`src/hw/rtl/cpg_pkg.sv`:
```
// Shared constants, types and register codes for the circle point generator.
package cpg_pkg;

	// coordinate width of the centre registers and arc counters
	localparam int COORD_BITS = 12;
	localparam int RAD_BITS   = COORD_BITS - 1;
	localparam int DEC_BITS   = COORD_BITS + 4;
	localparam int OUT_BITS   = COORD_BITS + 1;

	// eight mirrored points per step
	localparam int STEP_BITS = 3;
	localparam logic [STEP_BITS-1:0] LAST_POINT = '1;

	// decision variable constants of the midpoint method
	localparam logic [DEC_BITS-1:0] DEC_INIT  = DEC_BITS'(3);
	localparam logic [DEC_BITS-1:0] STEP_FLAT = DEC_BITS'(6);
	localparam logic [DEC_BITS-1:0] STEP_DIAG = DEC_BITS'(10);

	// job queue between front and back
	localparam int QUEUE_DEPTH = 2;
	localparam int QPTR_BITS   = $clog2(QUEUE_DEPTH);
	localparam int QCNT_BITS   = $clog2(QUEUE_DEPTH + 1);

	// configuration register indexes
	localparam int CFG_IDX_BITS = 2;
	typedef enum logic [CFG_IDX_BITS-1:0] {
		REG_CENTRE_X = 2'd0,
		REG_CENTRE_Y = 2'd1,
		REG_RADIUS   = 2'd2
	} cfg_reg_t;

	// one step's arc position, handed from front to back
	typedef struct packed {
		logic [COORD_BITS-1:0] arc_x;
		logic [COORD_BITS-1:0] arc_y;
		logic                  done;
	} cpg_job_t;

endpackage

```
`src/hw/rtl/cpg_front.sv`:
```
// Front end: accepts step requests, keeps the arc state and queues one job per emitting step.
module cpg_front import cpg_pkg::*; (
	input  logic                clk,
	input  logic                arst_n,
	input  logic                in_valid,
	input  logic                restart,
	input  logic                queue_full,
	input  logic [RAD_BITS-1:0] radius,
	output logic                in_stall,
	output logic                push,
	output cpg_job_t            push_job
);

	logic [COORD_BITS-1:0] arc_x_q;
	logic [COORD_BITS-1:0] arc_y_q;
	logic [DEC_BITS-1:0]   decision_q;
	logic                  active_q;

	logic                  accept;
	logic                  act_eff;
	logic [COORD_BITS-1:0] x_eff;
	logic [COORD_BITS-1:0] y_eff;
	logic [DEC_BITS-1:0]   d_eff;
	logic [DEC_BITS-1:0]   r_ext;
	logic [DEC_BITS-1:0]   d_init;
	logic [DEC_BITS-1:0]   x_d;
	logic [DEC_BITS-1:0]   y_d;
	logic [DEC_BITS-1:0]   d_flat;
	logic [DEC_BITS-1:0]   d_diag;
	logic [DEC_BITS-1:0]   d_next;
	logic                  d_neg;
	logic [COORD_BITS:0]   nx;
	logic [COORD_BITS:0]   ny;
	logic                  still_active;

	function automatic logic [DEC_BITS-3:0] d_sub(input logic [DEC_BITS-1:0] a,
		input logic [DEC_BITS-1:0] b);
		logic [DEC_BITS-1:0] diff;
		diff = a - b;
		return diff[DEC_BITS-3:0];
	endfunction

	// stall while the queue has no room
	assign in_stall = queue_full;
	assign accept   = in_valid && !in_stall;

	// reload the arc on restart before stepping
	assign r_ext   = {{(DEC_BITS - RAD_BITS){1'b0}}, radius};
	assign d_init  = DEC_INIT - {r_ext[DEC_BITS-2:0], 1'b0};
	assign x_eff   = restart ? '0 : arc_x_q;
	assign y_eff   = restart ? {1'b0, radius} : arc_y_q;
	assign d_eff   = restart ? d_init : decision_q;
	assign act_eff = restart || active_q;

	// decision update and next arc position
	assign x_d    = {{(DEC_BITS - COORD_BITS){1'b0}}, x_eff};
	assign y_d    = {{(DEC_BITS - COORD_BITS){1'b0}}, y_eff};
	assign d_neg  = d_eff[DEC_BITS-1];
	assign d_flat = d_eff + {x_d[DEC_BITS-3:0], 2'b00} + STEP_FLAT;
	assign d_diag = d_eff + {d_sub(x_d, y_d), 2'b00} + STEP_DIAG;
	assign d_next = d_neg ? d_flat : d_diag;

	assign nx = {1'b0, x_eff} + {{COORD_BITS{1'b0}}, 1'b1};
	assign ny = d_neg ? {1'b0, y_eff} : ({1'b0, y_eff} - {{COORD_BITS{1'b0}}, 1'b1});
	assign still_active = $signed(nx) <= $signed(ny);

	// queue a job for every step that emits points
	assign push           = accept && act_eff;
	assign push_job.arc_x = x_eff;
	assign push_job.arc_y = y_eff;
	assign push_job.done  = !still_active;

	// advance the arc state on each emitting step
	always_ff @(posedge clk or negedge arst_n) begin
		if (!arst_n) begin
			arc_x_q    <= '0;
			arc_y_q    <= '0;
			decision_q <= '0;
			active_q   <= 1'b0;
		end else if (push) begin
			arc_x_q    <= nx[COORD_BITS-1:0];
			arc_y_q    <= ny[COORD_BITS-1:0];
			decision_q <= d_next;
			active_q   <= still_active;
		end
	end

endmodule

```
`src/hw/rtl/cpg_queue.sv`:
```
// Short job queue that decouples the front end from the point emitter.
module cpg_queue import cpg_pkg::*; (
	input  logic     clk,
	input  logic     arst_n,
	input  logic     push,
	input  cpg_job_t push_job,
	input  logic     pop,
	output logic     full,
	output logic     head_valid,
	output cpg_job_t head_job
);

	cpg_job_t             entry_q [QUEUE_DEPTH];
	logic [QPTR_BITS-1:0] wr_ptr_q;
	logic [QPTR_BITS-1:0] rd_ptr_q;
	logic [QCNT_BITS-1:0] count_q;

	assign full       = count_q == QCNT_BITS'(QUEUE_DEPTH);
	assign head_valid = count_q != '0;
	assign head_job   = entry_q[rd_ptr_q];

	// store pushed jobs
	always_ff @(posedge clk) begin
		if (push) begin
			entry_q[wr_ptr_q] <= push_job;
		end
	end

	// advance pointers and occupancy
	always_ff @(posedge clk or negedge arst_n) begin
		if (!arst_n) begin
			wr_ptr_q <= '0;
			rd_ptr_q <= '0;
			count_q  <= '0;
		end else begin
			if (push) begin
				wr_ptr_q <= (wr_ptr_q == QPTR_BITS'(QUEUE_DEPTH - 1)) ? '0
					: wr_ptr_q + QPTR_BITS'(1);
			end
			if (pop) begin
				rd_ptr_q <= (rd_ptr_q == QPTR_BITS'(QUEUE_DEPTH - 1)) ? '0
					: rd_ptr_q + QPTR_BITS'(1);
			end
			if (push && !pop) begin
				count_q <= count_q + QCNT_BITS'(1);
			end else if (pop && !push) begin
				count_q <= count_q - QCNT_BITS'(1);
			end
		end
	end

	a_no_overflow: assert property (@(posedge clk) disable iff (!arst_n)
		push && !pop |-> !full) else $error("job queue overflow");

	a_no_underflow: assert property (@(posedge clk) disable iff (!arst_n)
		pop |-> head_valid) else $error("job queue underflow");

endmodule

```
`src/hw/rtl/cpg_back.sv`:
```
// Back end: expands each queued job into eight mirrored points through an output register.
module cpg_back import cpg_pkg::*; (
	input  logic                  clk,
	input  logic                  arst_n,
	input  logic [COORD_BITS-1:0] centre_x,
	input  logic [COORD_BITS-1:0] centre_y,
	input  logic                  head_valid,
	input  cpg_job_t              head_job,
	output logic                  pop,
	input  logic                  out_stall,
	output logic                  out_valid,
	output logic [OUT_BITS-1:0]   point_x,
	output logic [OUT_BITS-1:0]   point_y,
	output logic                  last_of_step,
	output logic                  circle_done
);

	cpg_job_t              job_q;
	logic                  job_valid_q;
	logic [STEP_BITS-1:0]  k_q;
	logic                  out_valid_q;
	logic [OUT_BITS-1:0]   point_x_q;
	logic [OUT_BITS-1:0]   point_y_q;
	logic                  last_q;
	logic                  done_q;

	logic                  load;
	logic                  job_end;
	logic [COORD_BITS-1:0] a_sel;
	logic [COORD_BITS-1:0] b_sel;
	logic [OUT_BITS-1:0]   cx_e;
	logic [OUT_BITS-1:0]   cy_e;
	logic [OUT_BITS-1:0]   a_e;
	logic [OUT_BITS-1:0]   b_e;
	logic [OUT_BITS-1:0]   px;
	logic [OUT_BITS-1:0]   py;

	// load a point when the output register is empty or being taken
	assign load    = job_valid_q && (!out_valid_q || !out_stall);
	assign job_end = load && (k_q == LAST_POINT);
	assign pop     = head_valid && (!job_valid_q || job_end);

	// mirror the arc position: swapped octants in the upper half of the step
	assign a_sel = k_q[2] ? job_q.arc_y : job_q.arc_x;
	assign b_sel = k_q[2] ? job_q.arc_x : job_q.arc_y;
	assign cx_e  = {centre_x[COORD_BITS-1], centre_x};
	assign cy_e  = {centre_y[COORD_BITS-1], centre_y};
	assign a_e   = {1'b0, a_sel};
	assign b_e   = {1'b0, b_sel};
	assign px    = k_q[0] ? (cx_e - a_e) : (cx_e + a_e);
	assign py    = k_q[1] ? (cy_e - b_e) : (cy_e + b_e);

	// hold the current job and step through its points
	always_ff @(posedge clk or negedge arst_n) begin
		if (!arst_n) begin
			job_valid_q <= 1'b0;
			k_q         <= '0;
			out_valid_q <= 1'b0;
		end else begin
			if (pop) begin
				job_valid_q <= 1'b1;
			end else if (job_end) begin
				job_valid_q <= 1'b0;
			end
			if (load) begin
				k_q <= k_q + STEP_BITS'(1);
			end
			if (load) begin
				out_valid_q <= 1'b1;
			end else if (!out_stall) begin
				out_valid_q <= 1'b0;
			end
		end
	end

	// job payload
	always_ff @(posedge clk) begin
		if (pop) begin
			job_q <= head_job;
		end
	end

	// output payload
	always_ff @(posedge clk) begin
		if (load) begin
			point_x_q <= px;
			point_y_q <= py;
			last_q    <= k_q == LAST_POINT;
			done_q    <= (k_q == LAST_POINT) && job_q.done;
		end
	end

	assign out_valid    = out_valid_q;
	assign point_x      = point_x_q;
	assign point_y      = point_y_q;
	assign last_of_step = last_q;
	assign circle_done  = done_q;

	a_done_is_last: assert property (@(posedge clk) disable iff (!arst_n)
		out_valid_q && done_q |-> last_q) else $error("circle_done without last_of_step");

	a_mid_step_has_job: assert property (@(posedge clk) disable iff (!arst_n)
		k_q != '0 |-> job_valid_q) else $error("point index advanced with no job");

	a_eighth_marks_last: assert property (@(posedge clk) disable iff (!arst_n)
		job_end |=> out_valid_q && last_q) else $error("eighth point not marked last");

endmodule

```
`src/hw/rtl/circle_point_generator.sv`:
```
// Top level of the midpoint circle point generator: configuration registers and the three stages.
// A step's first point passes the job queue, then the job register and the output register.
// Throughput: one point per cycle while out_stall is low, at the single output register;
// requests that emit nothing are taken at one per cycle while the queue is not full.
// A two-entry job queue lets the request side run ahead by up to two steps.
// Reset clears the configuration, the arc state (idle until a restart), the queue and out_valid.
module circle_point_generator import cpg_pkg::*; (
	input  logic                    clk,
	input  logic                    arst_n,
	input  logic                    cfg_write,
	input  logic [CFG_IDX_BITS-1:0] cfg_index,
	input  logic [COORD_BITS-1:0]   cfg_data,
	input  logic                    in_valid,
	output logic                    in_stall,
	input  logic                    restart,
	output logic                    out_valid,
	input  logic                    out_stall,
	output logic [OUT_BITS-1:0]     point_x,
	output logic [OUT_BITS-1:0]     point_y,
	output logic                    last_of_step,
	output logic                    circle_done
);

	logic [COORD_BITS-1:0] centre_x_q;
	logic [COORD_BITS-1:0] centre_y_q;
	logic [RAD_BITS-1:0]   radius_q;

	logic     push;
	cpg_job_t push_job;
	logic     pop;
	logic     queue_full;
	logic     head_valid;
	cpg_job_t head_job;

	// configuration writes; unknown indexes drop
	always_ff @(posedge clk or negedge arst_n) begin
		if (!arst_n) begin
			centre_x_q <= '0;
			centre_y_q <= '0;
			radius_q   <= '0;
		end else if (cfg_write) begin
			unique case (cfg_index)
				REG_CENTRE_X: centre_x_q <= cfg_data;
				REG_CENTRE_Y: centre_y_q <= cfg_data;
				REG_RADIUS:   radius_q   <= cfg_data[RAD_BITS-1:0];
				default: ;
			endcase
		end
	end

	cpg_front u_front (
		.clk        (clk),
		.arst_n     (arst_n),
		.in_valid   (in_valid),
		.restart    (restart),
		.queue_full (queue_full),
		.radius     (radius_q),
		.in_stall   (in_stall),
		.push       (push),
		.push_job   (push_job)
	);

	cpg_queue u_queue (
		.clk        (clk),
		.arst_n     (arst_n),
		.push       (push),
		.push_job   (push_job),
		.pop        (pop),
		.full       (queue_full),
		.head_valid (head_valid),
		.head_job   (head_job)
	);

	cpg_back u_back (
		.clk          (clk),
		.arst_n       (arst_n),
		.centre_x     (centre_x_q),
		.centre_y     (centre_y_q),
		.head_valid   (head_valid),
		.head_job     (head_job),
		.pop          (pop),
		.out_stall    (out_stall),
		.out_valid    (out_valid),
		.point_x      (point_x),
		.point_y      (point_y),
		.last_of_step (last_of_step),
		.circle_done  (circle_done)
	);

endmodule

```
`config.mk`:
```
export PLATFORM = sky130hd
export DESIGN_NAME = circle_point_generator
export DESIGN_NICKNAME = d
export VERILOG_FILES = /design/src/hw/rtl/cpg_pkg.sv /design/src/hw/rtl/cpg_front.sv /design/src/hw/rtl/cpg_queue.sv /design/src/hw/rtl/cpg_back.sv /design/src/hw/rtl/circle_point_generator.sv
export SDC_FILE = /design/constraint.sdc
export NUM_CORES = 1
export LEC_CHECK = 0
export BUFFER_PORTS_ARGS = -buffer_cell sky130_fd_sc_hd__buf_2
export CORE_ASPECT_RATIO = 1.25
export CORE_MARGIN = 2
export CORE_UTILIZATION = 43
export DETAILED_ROUTE_END_ITERATION = 8
export PLACE_DENSITY_LB_ADDON = 0.15
export SLEW_MARGIN = 20
export SYNTH_ARGS = -nofsm -noshare
export SYNTH_HDL_FRONTEND = slang
export SYNTH_SLANG_ARGS = --single-unit
```
`constraint.sdc`:
```
create_clock -name clk -period 4.85 [get_ports clk]
set_input_delay 1.2125 -clock clk [delete_from_list [all_inputs] [get_ports clk]]
set_output_delay 1.2125 -clock clk [all_outputs]
set_load 0.01 [all_outputs]
```
==> Yosys cells after proc, flatten, opt, wreduce, memory -nomap -nowiden <==
Memories as Yosys holds them, arrays and structs flattened. A register that Yosys moved wholly into a read port is not among the register bits.
Index checks and enable logic that the tools add are counted.
{ "totals": {"n_memories": 1, "out_inout_bits": 30, "wordCells": 85, "mem_bits_rw": 50, "reg_bits": 113, "in_bits": 20} }
{ "mem_list": {"columns": ["memory", "depth", "width", "read_ports", "rd_clocked_by_memory_dff", "write_ports", "line", "text"], "rows": [
  ["u_queue.entry_q", 2, 25, 1, 1, 1, "cpg_queue.sv:13", "cpg_job_t entry_q [QUEUE_DEPTH];"]
]} }
{ "op_classes": {"n_reduce_logical": 25, "muxes": 19, "addsub": 17, "n_lt_le_gt_ge": 1, "n_eq_ne": 5} }
{ "ops": {"columns": ["op", "count"], "rows": [
  ["$mux 12", 4],
  ["$mux 13", 3],
  ["$mux 16", 2],
  ["$add 13x12->13", 2],
  ["$sub 13x12->13", 2],
  ["$add 16x14->16", 1],
  ["$add 16x16->16", 1],
  ["$add 16x3->16 const B", 1],
  ["$add 16x4->16 const B", 1],
  ["$add 12x1->13 const B", 1],
  ["$le 13x13->1", 1],
  ["$sub 12x1->13 const B", 1],
  ["$sub 12x12->13", 1],
  ["$sub 2x12->13 const A", 1],
  ["$logic_and 1x1->1", 8],
  ["$mux 1", 8],
  ["$logic_not 1->1", 7],
  ["$reduce_and 2->1", 3],
  ["$reduce_bool 2->1", 3],
  ["$eq 2x2->1 const B", 2],
  ["$mux 2", 2],
  ["$add 3x1->3 const B", 1],
  ["$eq 3x3->1 const B", 1],
  ["$logic_or 1x1->1", 3],
  ["6 further kinds", 7]
]} }

==> Logic depth before layout (Yosys ltp) <==
Gate-level depths: netlist of the first run.
{ "logic_depth": {"depth_word": 9, "ltp_mapped": 24, "mapped_depth_nobuf": 20} }

==> By module <==
Synthesis of the first run repeated with hierarchy kept, for this count alone.
{ "hier_totals": {"hier_cells": 1134, "hier_area_um2": 12278.0} }
{ "modules_own_cells": {"columns": ["mod", "area_per_inst_um2", "cells_each", "seq_area_each_um2", "n_inst"], "rows": [
  ["cpg_front", 4971.0, 609, 1001.0, 1],
  ["cpg_back", 3862.5, 355, 1716.6, 1],
  ["cpg_queue", 2094.5, 94, 1601.5, 1],
  ["circle_point_generator", 1350.0, 76, 875.8, 1]
]} }

==> Worst setup path after synthesis of the first run <==
OpenSTA, ideal clock, no wires.
{ "synth_path": {"path_kind": "input -> register", "startpoint": "input restart", "endpoint": "register u_front.decision_q[15]", "slack_ns": -0.838, "cell_stages": 22, "required_time_ns": 4.756, "setup_time_ns": 0.094, "arrival_time_ns": 5.594, "n_path_buf": 5, "cell_sequence": "buf_6 > buf_2 > buf_2 > buf_2 > clkbuf_1 > nor2b_1 > fa_1 > a21oi_1 > a2111oi_2 > o31ai_2 > o21bai_2 > a31oi_1 > xnor2_1 > ha_1 > ha_1 > a21oi_1 > nor2_1 > a211oi_1 > o31ai_1 > xor2_1 > nor2b_1 > a211oi_1"} }
{ "synth_rtl": {"columns": ["item", "line", "text"], "rows": [
  ["start: declaration", "circle_point_generator.sv:15", "input logic restart,"],
  ["end signal: assignment", "cpg_front.sv:83", "decision_q <= d_next;"],
  ["end: declaration", "cpg_front.sv:16", "logic [DEC_BITS-1:0] decision_q;"]
]} }

==> Worst setup path after layout of the first run <==
{ "layout_path": {"startpoint": "input restart", "endpoint": "register u_front.decision_q[15]"} }
{ "layout_between": {"elab_chain_len": 5, "elab_cells_between_ends": 11, "cone_classes": "add/sub: 5; mux: 4; reduce/logical: 2"} }
{ "layout_lines": {"columns": ["item", "line", "text"], "rows": [
  ["$mux 12 (on tied branches)", "cpg_front.sv:50, cpg_front.sv:51", null],
  ["$sub 12x12->13", "cpg_front.sv:39", "diff = a - b;"],
  ["$add 16x16->16", "cpg_front.sv:60", "assign d_diag = d_eff + {d_sub(x_d, y_d), 2'b00} + STEP_DIAG;"],
  ["$add 16x4->16", "cpg_front.sv:60", null],
  ["$mux 16", "cpg_front.sv:61", "assign d_next = d_neg ? d_flat : d_diag;"]
]} }
Several ways; a longest one is shown, not always the timed one.
A chain may end at the register's enable or synchronous reset.

==> results of run 1 <==
-- report_power, final --
group          leakage (nW)  internal, mW  switching, mW
combinational          3.84          2.81           2.90
sequential             1.99          2.38          0.376
clock                 0.252         0.758          0.616
-- state kept, by name, summed over array words and instances (netlist names), 2 cells and up --
signal and flops:
u_back.point_x 13, centre_y_q 12, u_front.arc_x_q 12, u_back.k_q 3, u_queue.count_q 2, u_back.job_q 25
radius_q 11, u_front.decision_q 15, u_front.arc_y_q 12, u_queue.entry_q 50, centre_x_q 12, u_back.point_y 13
-- area by class of cell --
cell class                      count  area [um^2]
Sequential cell                   187         5196
Timing Repair Buffer              163         1107
Fill cell                        2529        13500
Clock buffer                       21        440.4
Tap cell                          350        437.9
Inverter                           48        180.2
Multi-Input combinational cell    854         6666
Clock inverter                     11        126.4
-- cell usage in the layout (no fill, tap or decap), drive strengths merged, types with 5 or more instances in the layout --
cell type / n
o21bai: 6
fa: 5
dfrtp: 84
a211oi: 11
nor3b: 8
nor3: 33
mux2: 73
inv: 47
o21ai: 59
nand2b: 15
clkbuf: 21
clkinvlp: 7
a31oi: 13
or3: 5
nand3: 13
ha: 105
o21a: 12
and2: 7
edfxtp: 103
nor2b: 28
o31ai: 6
nand2: 104
xor2: 43
and3: 7
xnor2: 59
a21o: 17
nand4: 7
a21boi: 5
mux2i: 33
a21oi: 51
nor2: 75
buf: 163
-- worst max-delay path by stage --
| stage | to | cells after the start |
|---|---|---|
| after floorplan | u_front.decision_q[15]$_DFFE_PN0P_ | 24 |
| after global placement | u_front.decision_q[15]$_DFFE_PN0P_ | 20 |
| after detailed placement | u_front.decision_q[15]$_DFFE_PN0P_ | 20 |
| after CTS | u_front.decision_q[15]$_DFFE_PN0P_ | 20 |
| after global routing | u_front.decision_q[15]$_DFFE_PN0P_ | 21 |
| final | u_front.decision_q[15]$_DFFE_PN0P_ | 20 |
-- worst max-delay path: stages --
cell      delay [ps]
buf_2            200
buf_6            180
mux2i_1          100
ha_1             370
o21a_1           160
nor2_1            60
o31a_1           300
a211oi_1         260
a211oi_1         100
xnor2_1          140
ha_1             310
ha_2             370
nand4_1          120
nor3_2           150
nor3_1            80
buf_4            140
o31ai_1          270
xor2_1           120
nor2b_1          140
a211oi_1         200
-- cell usage after synthesis (3+ instances only) --
cell type,instances
nor2_1,74
o21ai_1,9
edfxtp_1,103
a211oi_1,10
nor2b_1,27
ha_1,105
nand2b_1,15
a21o_1,17
a21boi_0,3
xor2_1,43
o31a_1,4
o32ai_1,3
a41oi_1,3
o41ai_2,3
nand3_1,12
a31oi_1,12
nor3_1,29
a311oi_1,3
nand2_1,104
dfrtp_1,84
a21oi_1,51
buf_4,3
buf_1,3
o31ai_1,5
or3_1,4
fa_1,5
o21a_1,12
buf_2,14
a2111oi_0,3
o22ai_1,3
inv_1,45
o21ai_0,49
or2_2,3
o21bai_1,5
clkbuf_1,18
mux2_2,73
nand4_1,7
and2_1,7
xnor2_1,59
mux2i_1,33
nor3b_1,8
nor3_2,3
nand3b_1,3
o211ai_1,3
and3_1,7
-- logic make-up after synthesis --
group,after synthesis
xor+xnor,102
mux,106
fa+ha+maj,110
compound gates,219
buf+inv,88
simple gates,317
flops,187
-- routing by layer --
metal	global-route usage, %	share of wire, %	up-vias
met5	0	0	-
li1	-	-	4363
met1	22.76	43	4119
met2	37.86	52	132
met3	2.743	2.1	46
met4	7.405	2.7	0
==> summary.txt, run 1 <==
Synthesis
  • Compound-Gate Fraction of Synth Area: about an eighth
  • EDFF count, synth: around 100
  • Post-Syn Area per Cell: between 10 and 15 um^2
  • Syn_nets: ~1300
  • Yosys cell types: 80
  • Synth area leaders: edfxtp_1, dfrtp_1, ha_1, mux2_2, xnor2_1
  • Fraction of synthesized cell area in xor and xnor cells: about 7.4%
  • Mux cell area share after synthesis: under 10%
  • Adder-cell share of the synthesized area: between 10% and 20%
  • Simple-Gate Fraction of Synth Area: 13.03%
  • Dominant synthesized flop cell: edfxtp_1
  • Share of the synthesized area in the top cell type: between 20% and 30%
  • Syn. warnings: 0
  • Synth area leader: edfxtp_1
  • Sequential element share of the synthesized area: about 43%
  • Largest family of logic cells by synthesized area: simple AND/OR/NAND/NOR gates
  • Asr flop ratio synth: around 45%
  • Post-synthesis cell count: ~1100
  • #FFs+latches synth: roughly 190
  • Synthesized area: 0.01206 mm^2

Clocking
  • Htree depth: 4
  • Hold buffers post-CTS: 0
  • CTS tree: yes
  • CTS resizes: 0
  • Sink Count: roughly 190
  • Setup bufs post-CTS: 0
  • Root buffer cell: clkbuf_16
  • Total CTS buffers: 17
  • Clk slew on worst S/H paths: around 70 ps
  • Buffer levels on the longest clock path: 2
  • Clk_lat worst skew: between 400 and 500 ps

Hold path
  • Worst hold path class: flip-flop to flip-flop
  • Hold Crit Endpoint: u_front.decision_q[3]$_DFFE_PN0P_
  • Hold Crit Start: u_front.decision_q[3]$_DFFE_PN0P_
  • Hold path depth: 2

Detailed routing
  • Vias: 8660
  • Avg WL per Cell: between 15 and 20 um
  • Drt total wl: roughly 28000 um
  • DR DRC count: 0
  • Vias per cell: between 5 and 6
  • Number of DRC markers in iteration 0: between 300 and 400
  • First-pass DRT Iterations: 4
  • DRT antenna net count: 0

STA
  • Max-slew violations: 0
  • Fin. Hold Viols: 0
  • Final min period: between 4000 and 5000 ps
  • Final Cycle Share: 95.12%
  • # setup viols final: 0
  • Setup TNS: 0 ps
  • Final worst setup slack: about 240 ps
  • Slew headroom: between 20 and 30%
  • Hold Slack: between 400 and 500 ps
  • Worst-Margin Slew: 1079 ps
  • Final Skew: 11.76 ps
  • Fmax: approximately 220 MHz

Setup path
  • R2R cell count: 14
  • Worst R2R End: u_front.decision_q[15]$_DFFE_PN0P_
  • Crit path launch: restart
  • Critical R2R Launch: radius_q[2]$_DFFE_PN0P_
  • Crit path launch type: primary input
  • Kind of critical path: primary input to flip-flop
  • Critical path required time: 5210 ps
  • FF-to-FF setup slack: 710 ps
  • Crit. End Element: flip-flop
  • Critical path arrival: about 5000 ps
  • Crit-path max FO: 9

Cells and area
  • Area Overhead vs Synth: 17.34%
  • Core Util, Final: 51.19%
  • Total Nets Final: between 1000 and 1500
  • Finished layout cell area: ~0.014 mm^2
  • N_diodes: 0
  • Post-Layout Cell Count: 1634
  • Layout cells sized above 1: between 20% and 30%

Die
  • Die area: ~0.029 mm^2
  • Die W: ~150 um
  • Die height: 191.3 um
  • Core area: between 0.02 and 0.03 mm^2
  • I/O pin total: 50
  • Starting density of the core: between 40% and 50%
  • Std cell rows: just under 70

Global routing
  • Vias in the first global route: about 9000
  • Antenna violations before repair: 0
  • Largest net degree at the start of global routing: 60
  • First-pass GRT wire length: between 40000 and 50000 um
  • Grt ovf: 0
  • Gr usage total: between 10% and 20%

Placed design
  • Port Buffer Count: 49
  • Placed insts: between 1500 and 2000
  • Dpl hpwl: 21540 um
  • Pre-CTS setup slack: -326.8 ps
  • DP Area: 0.01355 mm^2
  • GP Congestion: 0.8516

Pwr
  • Pwr/cell area: slightly below 700 mW/mm^2
  • Peak VDD IR: roughly 0.61 mV
  • Leakage: roughly 6.1 nW
  • Tot Pwr: between 9 and 10 mW

Run status
  • Outcome: complete, no violations

Job
  • Number of max-cap violations: 0
Power figures use the tool's default switching activity.
==> run 2, diff against run 1 <==
Settings changed: CORE_UTILIZATION 43 to 63, CTS_CLUSTER_SIZE set to 14, MAX_ROUTING_LAYER set to met4.
==> run 2 against run 1 <==
Design area decreased by 2.0%. Highest routed layer unchanged. Critical path depth up 1. Setup slack better by 18 ps. Maximum frequency grew 0.39%. Register-to-register slack got worse by 40 ps. Hold slack improved by 4.9 ps. Cell count decreased by 8.5%.
==> summary.txt, run 2 (same netlist as run 1, synthesis figures left out) <==
Run status
  • Outcome: complete, no violations

Global routing
  • Gr usage total: approximately 29%
  • Antenna violations before repair: 0
  • First-pass GRT wire length: about 45000 um
  • Largest net degree at the start of global routing: 60
  • Vias in the first global route: 9192
  • Grt ovf: 0

Placed design
  • Dpl hpwl: slightly above 20000 um
  • Port Buffer Count: 49
  • GP Congestion: 0.9202
  • Placed insts: ~1500
  • DP Area: between 0.01 and 0.015 mm^2
  • Pre-CTS setup slack: -254.6 ps

Die
  • Starting density of the core: 64.24%
  • Core area: roughly 0.019 mm^2
  • Die W: 127.8 um
  • Die area: around 0.020 mm^2
  • Die height: 158.7 um
  • I/O pin total: 50
  • Std cell rows: 56

STA
  • Worst-Margin Slew: approximately 1100 ps
  • Final Cycle Share: 94.74%
  • Final Skew: 12.55 ps
  • Fin. Hold Viols: 0
  • Setup TNS: 0 ps
  • Slew headroom: between 20% and 30%
  • # setup viols final: 0
  • Hold Slack: between 400 and 500 ps
  • Max-slew violations: 0
  • Fmax: about 220 MHz
  • Final worst setup slack: 255.0 ps
  • RSZ-0062 raised after global routing: no
  • Final min period: 4595 ps

Cells and area
  • Fill cells: ~1300
  • Largest Register: u_queue.entry_q
  • Finished layout cell area: roughly 0.014 mm^2
  • Max reg flops: 50
  • Layout cells sized above 1: between 20% and 30%
  • Most common cell after layout, fill and taps aside: edfxtp_1
  • Commonest cells after routing, fill and taps aside: edfxtp_1, nand2_1, ha_1
  • N_diodes: 0
  • Post-Layout Cell Count: between 1000 and 1500
  • Total Nets Final: 1380
  • Area Overhead vs Synth: 14.99%
  • Core Util, Final: between 70% and 80%
  • Largest registers: u_queue.entry_q: 50 flops, u_back.job_q: 25 flops, u_front.decision_q: 15 flops

Detailed routing
  • DRT antenna net count: 0
  • Avg WL per Cell: 18.03 um
  • First-pass DRT Iterations: 5
  • Vias: ~9000
  • Drt total wl: 26950 um
  • Vias per cell: approximately 5.9
  • DR DRC count: 0
  • Number of DRC markers in iteration 0: roughly 430

Pwr
  • Pwr/cell area: 710.1 mW/mm^2
  • Leakage: approximately 6.0 nW
  • Peak VDD IR: between 0.6 and 0.7 mV
  • Tot Pwr: 9.849 mW

Hold path
  • Worst hold path class: flip-flop to flip-flop
  • Hold path depth: 2

Setup path
  • CP delay by family, top: compound AO/OA/AOI/OAI gates
  • Critical path required time: 5170 ps
  • Cell repeated most along the worst path: ha_1
  • R2R cell count: 20
  • Crit path launch type: primary input
  • Crit-path max FO: 5
  • Kind of critical path: primary input to flip-flop
  • Critical Path Stages: 21
  • Slowest CP cell: ha_1
  • CP bufs+invs: 2
  • Slowest cell delay on critical path: between 300 and 400 ps
  • Critical path arrival: ~5000 ps
  • Crit. End Element: flip-flop
  • Worst path cell trace: buf_2 > nand2_1 > a21boi_1 > ha_1 > nor2b_1 > o21a_1 > o21a_1 > o22ai_2 > a211oi_1 > a211oi_1 > xnor2_1 > ha_1 > ha_1 > nand4_1 > nor3_2 > nor3_1 > buf_4 > o31ai_1 > xor2_1 > nor2b_1 > a211oi_2
  • FF-to-FF setup slack: between 600 and 700 ps

Clocking
  • Root buffer cell: clkbuf_16
  • Sink Count: 187
  • Htree depth: 4
  • Hold buffers post-CTS: 0
  • Clk_lat worst skew: 440 ps
  • CTS tree: yes
  • Total CTS buffers: 17
  • Buffer levels on the longest clock path: 2
  • Clk slew on worst S/H paths: around 80 ps

Job
  • Number of max-cap violations: 0
## run 2: cell types whose count changed in the layout (fill, tap and decap cells not counted), sizes merged
cell      change
buf          -21
clkinvlp      -5
clkinv        +4
clkbuf        -3
inv           +3
bufinv        +1
## run 2: per-layer routing
metal	vias up	routed length (um)	track usage, %
met5	-	0	-
met2	164	14540	51.82
li1	4328	-	-
met4	0	913	11.59
met1	4276	10830	31.40
met3	70	674	4.178
## run 2: report_power, final
group          internal, mW  leakage [nW]  total, mW  switching, mW
Clock                 0.814         0.291       1.43          0.616
Combinational          2.74          3.75       5.65           2.92
Sequential             2.38          1.99       2.76          0.385
Total                  5.93          6.03       9.85           3.92
## run 2: path summary, 6_finish.rpt
check / endpoint / start
min: u_front.decision_q[1]$_DFFE_PN0P_ / u_front.decision_q[1]$_DFFE_PN0P_
min in group asynchronous: u_front.decision_q[1]$_DFFE_PN0P_ / arst_n
min reg2reg: u_front.decision_q[1]$_DFFE_PN0P_ / u_front.decision_q[1]$_DFFE_PN0P_
max: u_front.decision_q[15]$_DFFE_PN0P_ / restart
max reg2reg: u_front.decision_q[15]$_DFFE_PN0P_ / radius_q[1]$_DFFE_PN0P_
max in group asynchronous: centre_y_q[7]$_DFFE_PN0P_ / arst_n
## run 2: repair_timing
action | 4_1_cts | 5_1_grt
resized for setup | 0 | 2
endpoints found under the setup margin | 0 | 1
buffers inserted | 0 | 0
## run 2: worst min-delay path: stages (launching register included)
cell     delay, ps
dfrtp_1        340
nand2_1         50
o21ai_0         60
## run 2: cell type report
class                   count  area [um^2]  share of cell area (%)
clock buffers              18        429.2                   3.094
clock inverters            14        168.9                   1.218
inverters                  48        180.2                   1.299
multi-input cells         854         6648                   47.93
flip-flops and latches    187         5196                   37.46
well taps                 232        290.3                   2.093
repair buffers            142        958.4                   6.910
